--- config.mk ---
export PLATFORM = sky130hd
export DESIGN_NAME = modular_arithmetic_unit
export DESIGN_NICKNAME = d
export VERILOG_FILES = /design/src/rtl/mau_pkg.sv /design/src/rtl/mau_mod_unit.sv /design/src/rtl/modular_arithmetic_unit.sv
export SDC_FILE = /design/constraint.sdc
export NUM_CORES = 2
export LEC_CHECK = 0
export BUFFER_PORTS_ARGS = -buffer_cell sky130_fd_sc_hd__buf_4
export CAP_MARGIN = 15
export CORE_UTILIZATION = 40
export CTS_BUF_LIST = sky130_fd_sc_hd__clkbuf_4 sky130_fd_sc_hd__clkbuf_8
export DETAILED_ROUTE_END_ITERATION = 10
export HOLD_SLACK_MARGIN = 0.15
export PLACE_DENSITY = 0.64
export SLEW_MARGIN = 20
export SYNTH_ARGS = -nofsm -noshare
export SYNTH_HDL_FRONTEND = slang
export SYNTH_HIERARCHICAL = 1
export SYNTH_SLANG_ARGS = --single-unit
export TNS_END_PERCENT = 30
--- constraint.sdc ---
create_clock -name clk -period 11.3 [get_ports clk]
set_input_delay 1.13 -clock clk [delete_from_list [all_inputs] [get_ports clk]]
set_output_delay 1.13 -clock clk [all_outputs]
set_load 0.01 [all_outputs]
--- src/rtl/mau_pkg.sv ---
// ----------------------------------------------------------------------------
// mau_pkg
// shared types and codes for the modular arithmetic unit
// ----------------------------------------------------------------------------
package mau_pkg;

    localparam int VALUE_WIDTH = 31;

    localparam logic [2:0] ACT_REDUCE = 3'd0;
    localparam logic [2:0] ACT_ADD    = 3'd1;
    localparam logic [2:0] ACT_SUB    = 3'd2;
    localparam logic [2:0] ACT_MUL    = 3'd3;
    localparam logic [2:0] ACT_DIV    = 3'd4;
    localparam logic [2:0] ACT_POW    = 3'd5;
    localparam logic [2:0] ACT_NEG    = 3'd6;

    localparam logic [30:0] MOD_RESET = 31'd998244353;

    typedef struct packed {
        logic [2:0]         action;
        logic [30:0]        operand_a;
        logic [30:0]        operand_b;
        logic [62:0]        exponent;
        logic signed [63:0] signed_value;
    } mau_in_t;

    typedef struct packed {
        logic [30:0] result;
        logic        is_equal;
    } mau_out_t;

    typedef enum logic [3:0] {
        ST_IDLE,
        ST_A_GO,
        ST_A_WAIT,
        ST_B_GO,
        ST_B_WAIT,
        ST_EVAL,
        ST_POW_CHK,
        ST_ACC_GO,
        ST_ACC_WAIT,
        ST_SQ_GO,
        ST_SQ_WAIT,
        ST_FIN_GO,
        ST_FIN_WAIT,
        ST_OUT
    } mau_state_t;

endpackage

--- src/rtl/mau_mod_unit.sv ---
// ----------------------------------------------------------------------------
// mau_mod_unit
// bit-serial remainder of a 64-bit value by a 31-bit modulus, one bit a cycle
// ----------------------------------------------------------------------------
module mau_mod_unit (
    input  logic        clk,
    input  logic        rst_n,
    input  logic        start,
    input  logic [63:0] dividend,
    input  logic [30:0] modulus,
    output logic        done,
    output logic [30:0] rem
);

    logic [63:0] shift_reg;
    logic [30:0] rem_reg;
    logic [5:0]  cnt_reg;
    logic        busy_reg;
    logic        done_reg;
    logic [31:0] trial;
    logic [31:0] diff;

    assign trial = {rem_reg, shift_reg[63]};
    assign diff  = trial - {1'b0, modulus};

    always_ff @(posedge clk or negedge rst_n)
    begin
        if (!rst_n)
        begin
            busy_reg <= 1'b0;
            done_reg <= 1'b0;
            cnt_reg  <= '0;
        end
        else
        begin
            done_reg <= 1'b0;
            if (start)
            begin
                busy_reg <= 1'b1;
                cnt_reg  <= '0;
            end
            else if (busy_reg)
            begin
                cnt_reg <= cnt_reg + 6'd1;
                if (cnt_reg == 6'd63)
                begin
                    busy_reg <= 1'b0;
                    done_reg <= 1'b1;
                end
            end
        end
    end

    always_ff @(posedge clk)
    begin
        if (start)
        begin
            shift_reg <= dividend;
            rem_reg   <= '0;
        end
        else if (busy_reg)
        begin
            shift_reg <= {shift_reg[62:0], 1'b0};
            // trial stays below twice the modulus, one subtract suffices
            if (trial >= {1'b0, modulus})
                rem_reg <= diff[30:0];
            else
                rem_reg <= trial[30:0];
        end
    end

    assign done = done_reg;
    assign rem  = rem_reg;

endmodule

--- src/rtl/modular_arithmetic_unit.sv ---
// ----------------------------------------------------------------------------
// modular_arithmetic_unit
// add, subtract, multiply, divide, power, negate and reduce modulo a prime
// ----------------------------------------------------------------------------
// passes through the remainder unit: reduce one, add/sub/negate two, multiply three,
//   power two plus one per exponent bit up to the top set bit plus one per set bit,
//   divide the same over the bits of modulus-2 plus one more
// throughput: one request at a time, set by the serial remainder unit that every
//   multiply and reduce goes through
// reset: modulus returns to 998244353, sequencer idle, no result pending
// ----------------------------------------------------------------------------
module modular_arithmetic_unit (
    input  logic              clk,
    input  logic              rst_n,
    input  logic              in_valid,
    output logic              in_ready,
    input  mau_pkg::mau_in_t  in_data,
    output logic              out_valid,
    input  logic              out_ready,
    output mau_pkg::mau_out_t out_data,
    input  logic              cfg_valid,
    output logic              cfg_ready,
    input  logic [30:0]       cfg_data
);

    import mau_pkg::*;

    localparam logic [31:0] MASK32 = (VALUE_WIDTH >= 32) ? 32'hFFFF_FFFF :
                                     ((32'd1 << VALUE_WIDTH) - 32'd1);
    localparam logic [30:0] MASK   = MASK32[30:0];

    mau_state_t  state_reg, state_next;
    logic [30:0] modulus_reg;
    logic [30:0] m_reg;
    logic [2:0]  act_reg;
    logic [30:0] ra_reg, rb_reg;
    logic [62:0] e_reg;
    logic [63:0] sv_reg;
    logic        eq_reg;
    logic [30:0] a_reg, b_reg, acc_reg, sq_reg, result_reg;

    logic        start;
    logic [63:0] dividend;
    logic        done;
    logic [30:0] rem;
    logic [30:0] mul_x, mul_y;
    logic [61:0] product;
    logic [31:0] sum;
    logic [31:0] sum_red;
    logic [30:0] eval_val;
    logic [30:0] one_mod;

    mau_mod_unit u_mod (
        .clk      (clk),
        .rst_n    (rst_n),
        .start    (start),
        .dividend (dividend),
        .modulus  (m_reg),
        .done     (done),
        .rem      (rem)
    );

    assign cfg_ready = 1'b1;
    assign one_mod   = (m_reg == 31'd1) ? 31'd0 : 31'd1;
    assign product   = mul_x * mul_y;

    // add and subtract share one add and compare
    always_comb
    begin
        if (act_reg == ACT_SUB)
            sum = {1'b0, a_reg} + {1'b0, m_reg - b_reg};
        else
            sum = {1'b0, a_reg} + {1'b0, b_reg};
        sum_red = (sum >= {1'b0, m_reg}) ? sum - {1'b0, m_reg} : sum;
        case (act_reg)
            ACT_ADD, ACT_SUB: eval_val = sum_red[30:0];
            ACT_NEG:          eval_val = (a_reg == 31'd0) ? 31'd0 : m_reg - a_reg;
            default:          eval_val = 31'd0;
        endcase
    end

    // next state
    always_comb
    begin
        state_next = state_reg;
        case (state_reg)
            ST_IDLE:     if (in_valid) state_next = ST_A_GO;
            ST_A_GO:     state_next = ST_A_WAIT;
            ST_A_WAIT:   if (done) state_next = (act_reg == ACT_REDUCE) ? ST_OUT : ST_B_GO;
            ST_B_GO:     state_next = ST_B_WAIT;
            ST_B_WAIT:   if (done) state_next = ST_EVAL;
            ST_EVAL:
            begin
                case (act_reg)
                    ACT_MUL: state_next = ST_FIN_GO;
                    ACT_DIV: state_next = (b_reg == 31'd0) ? ST_OUT : ST_POW_CHK;
                    ACT_POW: state_next = ST_POW_CHK;
                    default: state_next = ST_OUT;
                endcase
            end
            ST_POW_CHK:
            begin
                if (e_reg == '0)
                    state_next = (act_reg == ACT_DIV) ? ST_FIN_GO : ST_OUT;
                else if (e_reg[0])
                    state_next = ST_ACC_GO;
                else
                    state_next = ST_SQ_GO;
            end
            ST_ACC_GO:   state_next = ST_ACC_WAIT;
            ST_ACC_WAIT: if (done) state_next = ST_SQ_GO;
            ST_SQ_GO:    state_next = ST_SQ_WAIT;
            ST_SQ_WAIT:  if (done) state_next = ST_POW_CHK;
            ST_FIN_GO:   state_next = ST_FIN_WAIT;
            ST_FIN_WAIT: if (done) state_next = ST_OUT;
            ST_OUT:      if (out_ready) state_next = ST_IDLE;
            default:     state_next = ST_IDLE;
        endcase
    end

    // outputs of the sequencer
    always_comb
    begin
        in_ready  = (state_reg == ST_IDLE);
        out_valid = (state_reg == ST_OUT);
        start     = 1'b0;
        mul_x     = a_reg;
        mul_y     = acc_reg;
        dividend  = {2'b0, product};
        case (state_reg)
            ST_A_GO:
            begin
                start = 1'b1;
                if (act_reg != ACT_REDUCE)
                    dividend = {33'd0, ra_reg};
                else if (sv_reg[63])
                    dividend = 64'd0 - sv_reg;
                else
                    dividend = sv_reg;
            end
            ST_B_GO:
            begin
                start    = 1'b1;
                dividend = {33'd0, rb_reg};
            end
            ST_ACC_GO:
            begin
                start = 1'b1;
                mul_x = acc_reg;
                mul_y = sq_reg;
            end
            ST_SQ_GO:
            begin
                start = 1'b1;
                mul_x = sq_reg;
                mul_y = sq_reg;
            end
            ST_FIN_GO: start = 1'b1;
            default:   start = 1'b0;
        endcase
    end

    always_ff @(posedge clk or negedge rst_n)
    begin
        if (!rst_n)
        begin
            state_reg   <= ST_IDLE;
            modulus_reg <= MOD_RESET & MASK;
        end
        else
        begin
            state_reg <= state_next;
            if (cfg_valid && cfg_ready)
                modulus_reg <= cfg_data & MASK;
        end
    end

    always_ff @(posedge clk)
    begin
        case (state_reg)
            ST_IDLE:
            begin
                if (in_valid)
                begin
                    act_reg <= in_data.action;
                    ra_reg  <= in_data.operand_a & MASK;
                    rb_reg  <= in_data.operand_b & MASK;
                    e_reg   <= in_data.exponent;
                    sv_reg  <= in_data.signed_value;
                    eq_reg  <= ((in_data.operand_a & MASK) == (in_data.operand_b & MASK));
                    m_reg   <= (modulus_reg < 31'd2) ? 31'd1 : modulus_reg;
                end
            end
            ST_A_WAIT:
            begin
                if (done)
                begin
                    a_reg <= rem;
                    // negative input folds back from the top
                    if (sv_reg[63] && rem != 31'd0)
                        result_reg <= m_reg - rem;
                    else
                        result_reg <= rem;
                end
            end
            ST_B_WAIT:
            begin
                if (done)
                    b_reg <= rem;
            end
            ST_EVAL:
            begin
                result_reg <= eval_val;
                acc_reg    <= (act_reg == ACT_MUL) ? b_reg : one_mod;
                case (act_reg)
                    ACT_DIV:
                    begin
                        sq_reg <= b_reg;
                        e_reg  <= {32'd0, m_reg - 31'd2};
                    end
                    ACT_POW: sq_reg <= a_reg;
                    default: sq_reg <= sq_reg;
                endcase
            end
            ST_POW_CHK:
            begin
                if (e_reg == '0)
                    result_reg <= acc_reg;
            end
            ST_ACC_WAIT:
            begin
                if (done)
                    acc_reg <= rem;
            end
            ST_SQ_WAIT:
            begin
                if (done)
                begin
                    sq_reg <= rem;
                    e_reg  <= {1'b0, e_reg[62:1]};
                end
            end
            ST_FIN_WAIT:
            begin
                if (done)
                    result_reg <= rem;
            end
            default: result_reg <= result_reg;
        endcase
    end

    assign out_data.result   = result_reg;
    assign out_data.is_equal = eq_reg;

endmodule

# After elaboration in Yosys (flattened, before gate mapping)
# Cells that the tools add are included.
# word_totals
reg_bits	517
in_bits	228
# classes
n_addsub	10
multipliers	1
magnitude_cmp	3
n_eq_ne	32
muxes	49
n_reduce_logical	24
# ops
cell	n
$pmux 31 s2	5
$mux 31	9
$mux 64	4
$mux 63	3
$pmux 63 s3	1
$sub 31x31->31	5
$pmux 64 s2	1
$pmux 31 s4	1
$add 31x31->32	2
$ge 32x31->1	2
$sub 1x64->64 const A	1
$logic_not 63->1	1
$logic_not 31->1	2
$mul 31x31->62	1
$pmux 4 s14	1
$mux 4	11
$mux 32	1
$eq 31x1->1 const B	1
$eq 31x31->1	1
$lt 31x2->1 const B	1
$reduce_bool 31->1	1
$sub 31x2->31 const B	1
$eq 4x4->1 const B	6
$eq 4x3->1 const B	4
26 further kinds	53

# Depth between registers and ports, before layout
# depth
ltp_word	7
depth_mapped	38
depth_no_buf	32

# Modules after synthesis
# The synthesis kept the hierarchy.
# modules_own_cells
module	instances	cells_each	area_per_inst_um2
modular_arithmetic_unit	1	6474	59034.1
mau_mod_unit	1	607	6207.2

# Worst setup path before layout
# No wires, ideal clock.
# synth_timing
kind	flip-flop to flip-flop
startpoint	register state_reg[1]
endpoint	register e_reg[0] (enable)
arrival_ns	11.263
setup_slack_ns	-0.783
path_stages_with_launch	7
synth_period_minus_slack_ns	12.083
path_cell_list	dfrtp_1 clkbuf_1 nand2b_1 nor2_1 nor2_1 clkbuf_1 a2111oi_0
# synth_between
elab_chain_cells	3
# synth_lines
item	line	source
start: declaration	modular_arithmetic_unit.sv:32	mau_state_t state_reg, state_next;
start signal: assignment	modular_arithmetic_unit.sv:172	state_reg <= state_next;
$eq 4x3->1, or another cell as far along	modular_arithmetic_unit.sv:180	case (state_reg)
$ne 2x2->1 (no source line), or another cell as far along	-	
$reduce_and 4->1 (no source line) *	-	
end signal: assignment	modular_arithmetic_unit.sv:188	e_reg <= in_data.exponent;
end signal: assignment	modular_arithmetic_unit.sv:219	e_reg <= {32'd0, m_reg - 31'd2};
end signal: assignment	modular_arithmetic_unit.sv:240	e_reg <= {1'b0, e_reg[62:1]};
end: declaration	modular_arithmetic_unit.sv:37	logic [62:0] e_reg;
# Every way passes the cells marked *; elsewhere a longest branch is shown, timed or not.
# A chain may end at the register's enable or synchronous reset.

# Final worst setup path
# layout_timing
startpoint	register state_reg[2]
endpoint	register u_mod.shift_reg[47] (data pin)
# layout_between
elab_chain_cells	6
# layout_lines
item	line	source
$eq 4x4->1 or $eq 4x3->1 (tied branches)	modular_arithmetic_unit.sv:130	case (state_reg)
$reduce_or 2->1 (no source line)	-	
$mux 31	modular_arithmetic_unit.sv:130	
$mul 31x31->62	modular_arithmetic_unit.sv:65	assign product = mul_x * mul_y;
$pmux 64 s2 *	modular_arithmetic_unit.sv:130	
net dividend[47]	modular_arithmetic_unit.sv:43	logic [63:0] dividend;
$mux 64 *	mau_mod_unit.sv:56	if (start)
end signal: assignment	mau_mod_unit.sv:58	shift_reg <= dividend;
end signal: assignment	mau_mod_unit.sv:63	shift_reg <= {shift_reg[62:0], 1'b0};
end: declaration	mau_mod_unit.sv:15	logic [63:0] shift_reg;
# The timed path passes the listed nets; every way through them passes the cells marked *.

==> summary.txt <==
LAYOUT
---------------------------------------------------------------------------------
NumNets Final                                                               8,718
Fill cell count                                                            15,600
Most used cells in the layout excluding fill and tap cells           sky130_fd_sc_hd__inv_1 (969), sky130_fd_sc_hd__fa_1 (843), sky130_fd_sc_hd__nand2_1 (819)
Area Growth Syn to Fin                                                      9.76%
Layout cells sized above 1                                                  0.106
Leading cell type in the layout, fill and taps excluded              sky130_fd_sc_hd__inv_1

TIMING
---------------------------------------------------------------------------------
Relative slew slack                                                         0.212
Hold violation total from the final report                                      0
Fin. max-slew vios                                                              0
Highest clock frequency the design can meet                              94.6 MHz
Largest clock skew in the final design                                    73.5 ps
Setup violators final                                                           0
Crit share post-route                                                       0.936
Setup repair after global routing missed its margin                         false
Worst-case hold slack                                                      326 ps
Accumulated negative setup slack                                             0 ps
Actual slew at the worst max-slew pin                                     1180 ps
Shortest clock period the worst path allows after layout                10,580 ps

SYNTHESIS
---------------------------------------------------------------------------------
Portion of synthesized cell area occupied by the leading cell type          0.259
Unique cell type count in the Yosys netlist                                    93
Synth async-reset ratio                                                    0.0832
Number of synthesized flops with an enable pin                                443
Post-Syn Area                                                          65,200 um2
Biggest area contributors in the synthesized netlist                 sky130_fd_sc_hd__fa_1 (26%), sky130_fd_sc_hd__edfxtp_1 (20%), sky130_fd_sc_hd__ha_1 (8.5%)
Net count of the mapped netlist                                             8,593
Syn Area/Cell                                                            9.21 um2
Post-synth top area cell                                             sky130_fd_sc_hd__fa_1
Gate count after technology mapping                                         7,081
Number of warning messages in the yosys log                                     6
Fraction of the yosys area taken by sequential cells                        0.230
Flops & latches, synth                                                        517
Top FF cell, synth                                                   sky130_fd_sc_hd__edfxtp_1

WORST SETUP PATH
---------------------------------------------------------------------------------
Path type of the worst setup path                                    flop to flop
Worst reg-to-reg setup slack                                               720 ps
Master of the slowest instance on the critical path                  sky130_fd_sc_hd__and2_1
Data required, critical path                                            11,830 ps
Slowest stage delay, CP                                                    920 ps
Largest fanout on the critical path                                            85
Type of origin of the critical path                                          flop
Critical Path End Type                                                       flop
CP most frequent cell                                                sky130_fd_sc_hd__fa_1
WP data arrival                                                         11,100 ps

DIE
---------------------------------------------------------------------------------
Die span in x                                                              406 um
Top-Level Pins                                                                263
Height of the chip                                                         406 um
Initial cell density of the core                                            0.404
Area of the placeable core                                            161,000 um2
Number of placement rows                                                      147
Total Die Area                                                        165,000 um2

CLOCK NETWORK
---------------------------------------------------------------------------------
Clk sinks                                                                     517
Root buf cell                                                        sky130_fd_sc_hd__clkbuf_8
Cts-stage hold buffer count                                                     0
Clock H-tree levels                                                             3
Quantity of gates resized following cts                                         0
Buffers from clock root to sink, at most                                        3
Worst-path clk slew                                                         70 ps
CTS Buf Count                                                                  87
Clk_lat worst skew                                                         830 ps
Clock tree from TritonCTS                                                    done
# Post-CTS Setup Buffers                                                        0

DETAILED ROUTING
---------------------------------------------------------------------------------
DRC Markers                                                                     0
Number of nets still failing antenna checks after routing                       0
Drt pass-1 iters                                                                7
DR WL/cell                                                                25.0 um
Total via count in the routed design                                       54,800
Drt total wl                                                           236,000 um
Number of DRC markers in iteration 0                                        5,932
Via density                                                                  5.80

MIN PATH
---------------------------------------------------------------------------------
Worst min-delay path class                                           primary input to async pin

PLACED DESIGN
---------------------------------------------------------------------------------
PortBufs                                                                      261
Global placement routability congestion                                      1.04
Post-detailed-placement half-perimeter wirelength                      188,000 um

GRT
---------------------------------------------------------------------------------
Global-route wire length before repair                                 351,000 um
Largest net degree at the start of global routing                              86
Number of global-route vias before repair                                  55,100
Total track usage                                                           0.287
Initial antenna violation count                                                 9
Aggregate global routing overflow                                               0

STATUS
---------------------------------------------------------------------------------
Outcome                                                                 completed

RUN
---------------------------------------------------------------------------------
Max-cap violations                                                              0

==> worst max-delay path, delay by kind of cell (launching register included) <==
kind	cells	cell delay, ps
adder cells (fa/ha/maj)	9	4430
flip-flops	1	320
XOR/XNOR	1	220
multiplexers	1	290
AND/OR/NAND/NOR	6	1890
AO/OA/AOI/OAI	9	2350
buffers and inverters	6	640
==> cells by family (layout without fill, tap and decap cells) <==
family / after synthesis / after routing / share of synthesized area
flops: 517 / 517 / 0.230
mux: 187 / 187 / 0.0312
buf+inv: 1355 / 1551 / 0.0783
simple gates: 2103 / 2103 / 0.141
other cells: 1 / 8 / 0.0000575
compound gates: 1313 / 1313 / 0.133
fa+ha+maj: 1284 / 1284 / 0.343
xor+xnor: 321 / 321 / 0.0431
==> cells in the mapped netlist (19+ instances only) <==
library cell,n
sky130_fd_sc_hd__a22o_1,65
sky130_fd_sc_hd__xnor2_1,157
sky130_fd_sc_hd__a21oi_1,328
sky130_fd_sc_hd__a221oi_1,26
sky130_fd_sc_hd__clkbuf_1,345
sky130_fd_sc_hd__mux2_2,130
sky130_fd_sc_hd__ha_1,441
sky130_fd_sc_hd__a31oi_1,25
sky130_fd_sc_hd__dfrtp_1,36
sky130_fd_sc_hd__and3_1,33
sky130_fd_sc_hd__or3_1,25
sky130_fd_sc_hd__nor3_1,60
sky130_fd_sc_hd__o21a_1,27
sky130_fd_sc_hd__o21ai_0,279
sky130_fd_sc_hd__o31ai_1,42
sky130_fd_sc_hd__nand2b_1,45
sky130_fd_sc_hd__nand2_1,820
sky130_fd_sc_hd__o21bai_1,27
sky130_fd_sc_hd__dfxtp_1,31
sky130_fd_sc_hd__o211ai_1,22
sky130_fd_sc_hd__nor4_1,63
sky130_fd_sc_hd__o22ai_1,32
sky130_fd_sc_hd__a211oi_1,63
sky130_fd_sc_hd__edfxtp_1,443
sky130_fd_sc_hd__fa_1,843
sky130_fd_sc_hd__mux2i_1,57
sky130_fd_sc_hd__nand3_1,62
sky130_fd_sc_hd__inv_1,970
sky130_fd_sc_hd__nor2b_1,32
sky130_fd_sc_hd__and2_1,69
sky130_fd_sc_hd__nor2_1,769
sky130_fd_sc_hd__nand4_1,53
sky130_fd_sc_hd__a22oi_1,73
sky130_fd_sc_hd__xor2_1,164
sky130_fd_sc_hd__a21o_1,112
sky130_fd_sc_hd__a221o_1,19
sky130_fd_sc_hd__buf_1,28
==> path summary, 6_finish.rpt <==
path                                  from                  end  cells past startpoint
max                           state_reg[2]  u_mod/shift_reg[47]                     32
min                                  rst_n       modulus_reg[1]                      1
max reg2reg                   state_reg[2]  u_mod/shift_reg[47]                     32
min reg2reg                modulus_reg[12]            m_reg[12]                      0
max in group asynchronous            rst_n     u_mod/cnt_reg[4]                      1
min in group clk           modulus_reg[12]            m_reg[12]                      0
==> stage by stage <==
step	utilization	cells	instance area, um2	worst slack [ps]
global route	0.444	9439	71600	301
detailed placement	0.433	9277	69800	1030
floorplan	-	7081	65200	1380
global placement	0.433	9277	69800	1160
CTS	0.444	9437	71600	939
finish	0.444	9444	71600	724
==> final cells by class <==
class,count,area [um2],share of cell area
clock inverters,49,380,0.00531
clock buffers,111,1400,0.0196
inverters,970,3640,0.0508
repair buffers,421,3170,0.0443
diodes,7,17.5,0.000245
well taps,2160,2700,0.0377
multi-input cells,5209,45300,0.632
flip-flops and latches,517,15000,0.210
==> per-layer routing <==
metal / share of wire / GRT usage / up-vias
met5: 0.000068 / 0 / -
met1: 0.40 / 0.380 / 27300
met3: 0.11 / 0.0763 / 612
met2: 0.44 / 0.433 / 2894
li1: - / - / 24000
met4: 0.054 / 0.141 / 2
Power is left out: the tool's default activity adds up to more than one toggle a clock period on the data nets, which glitch-free logic cannot reach.
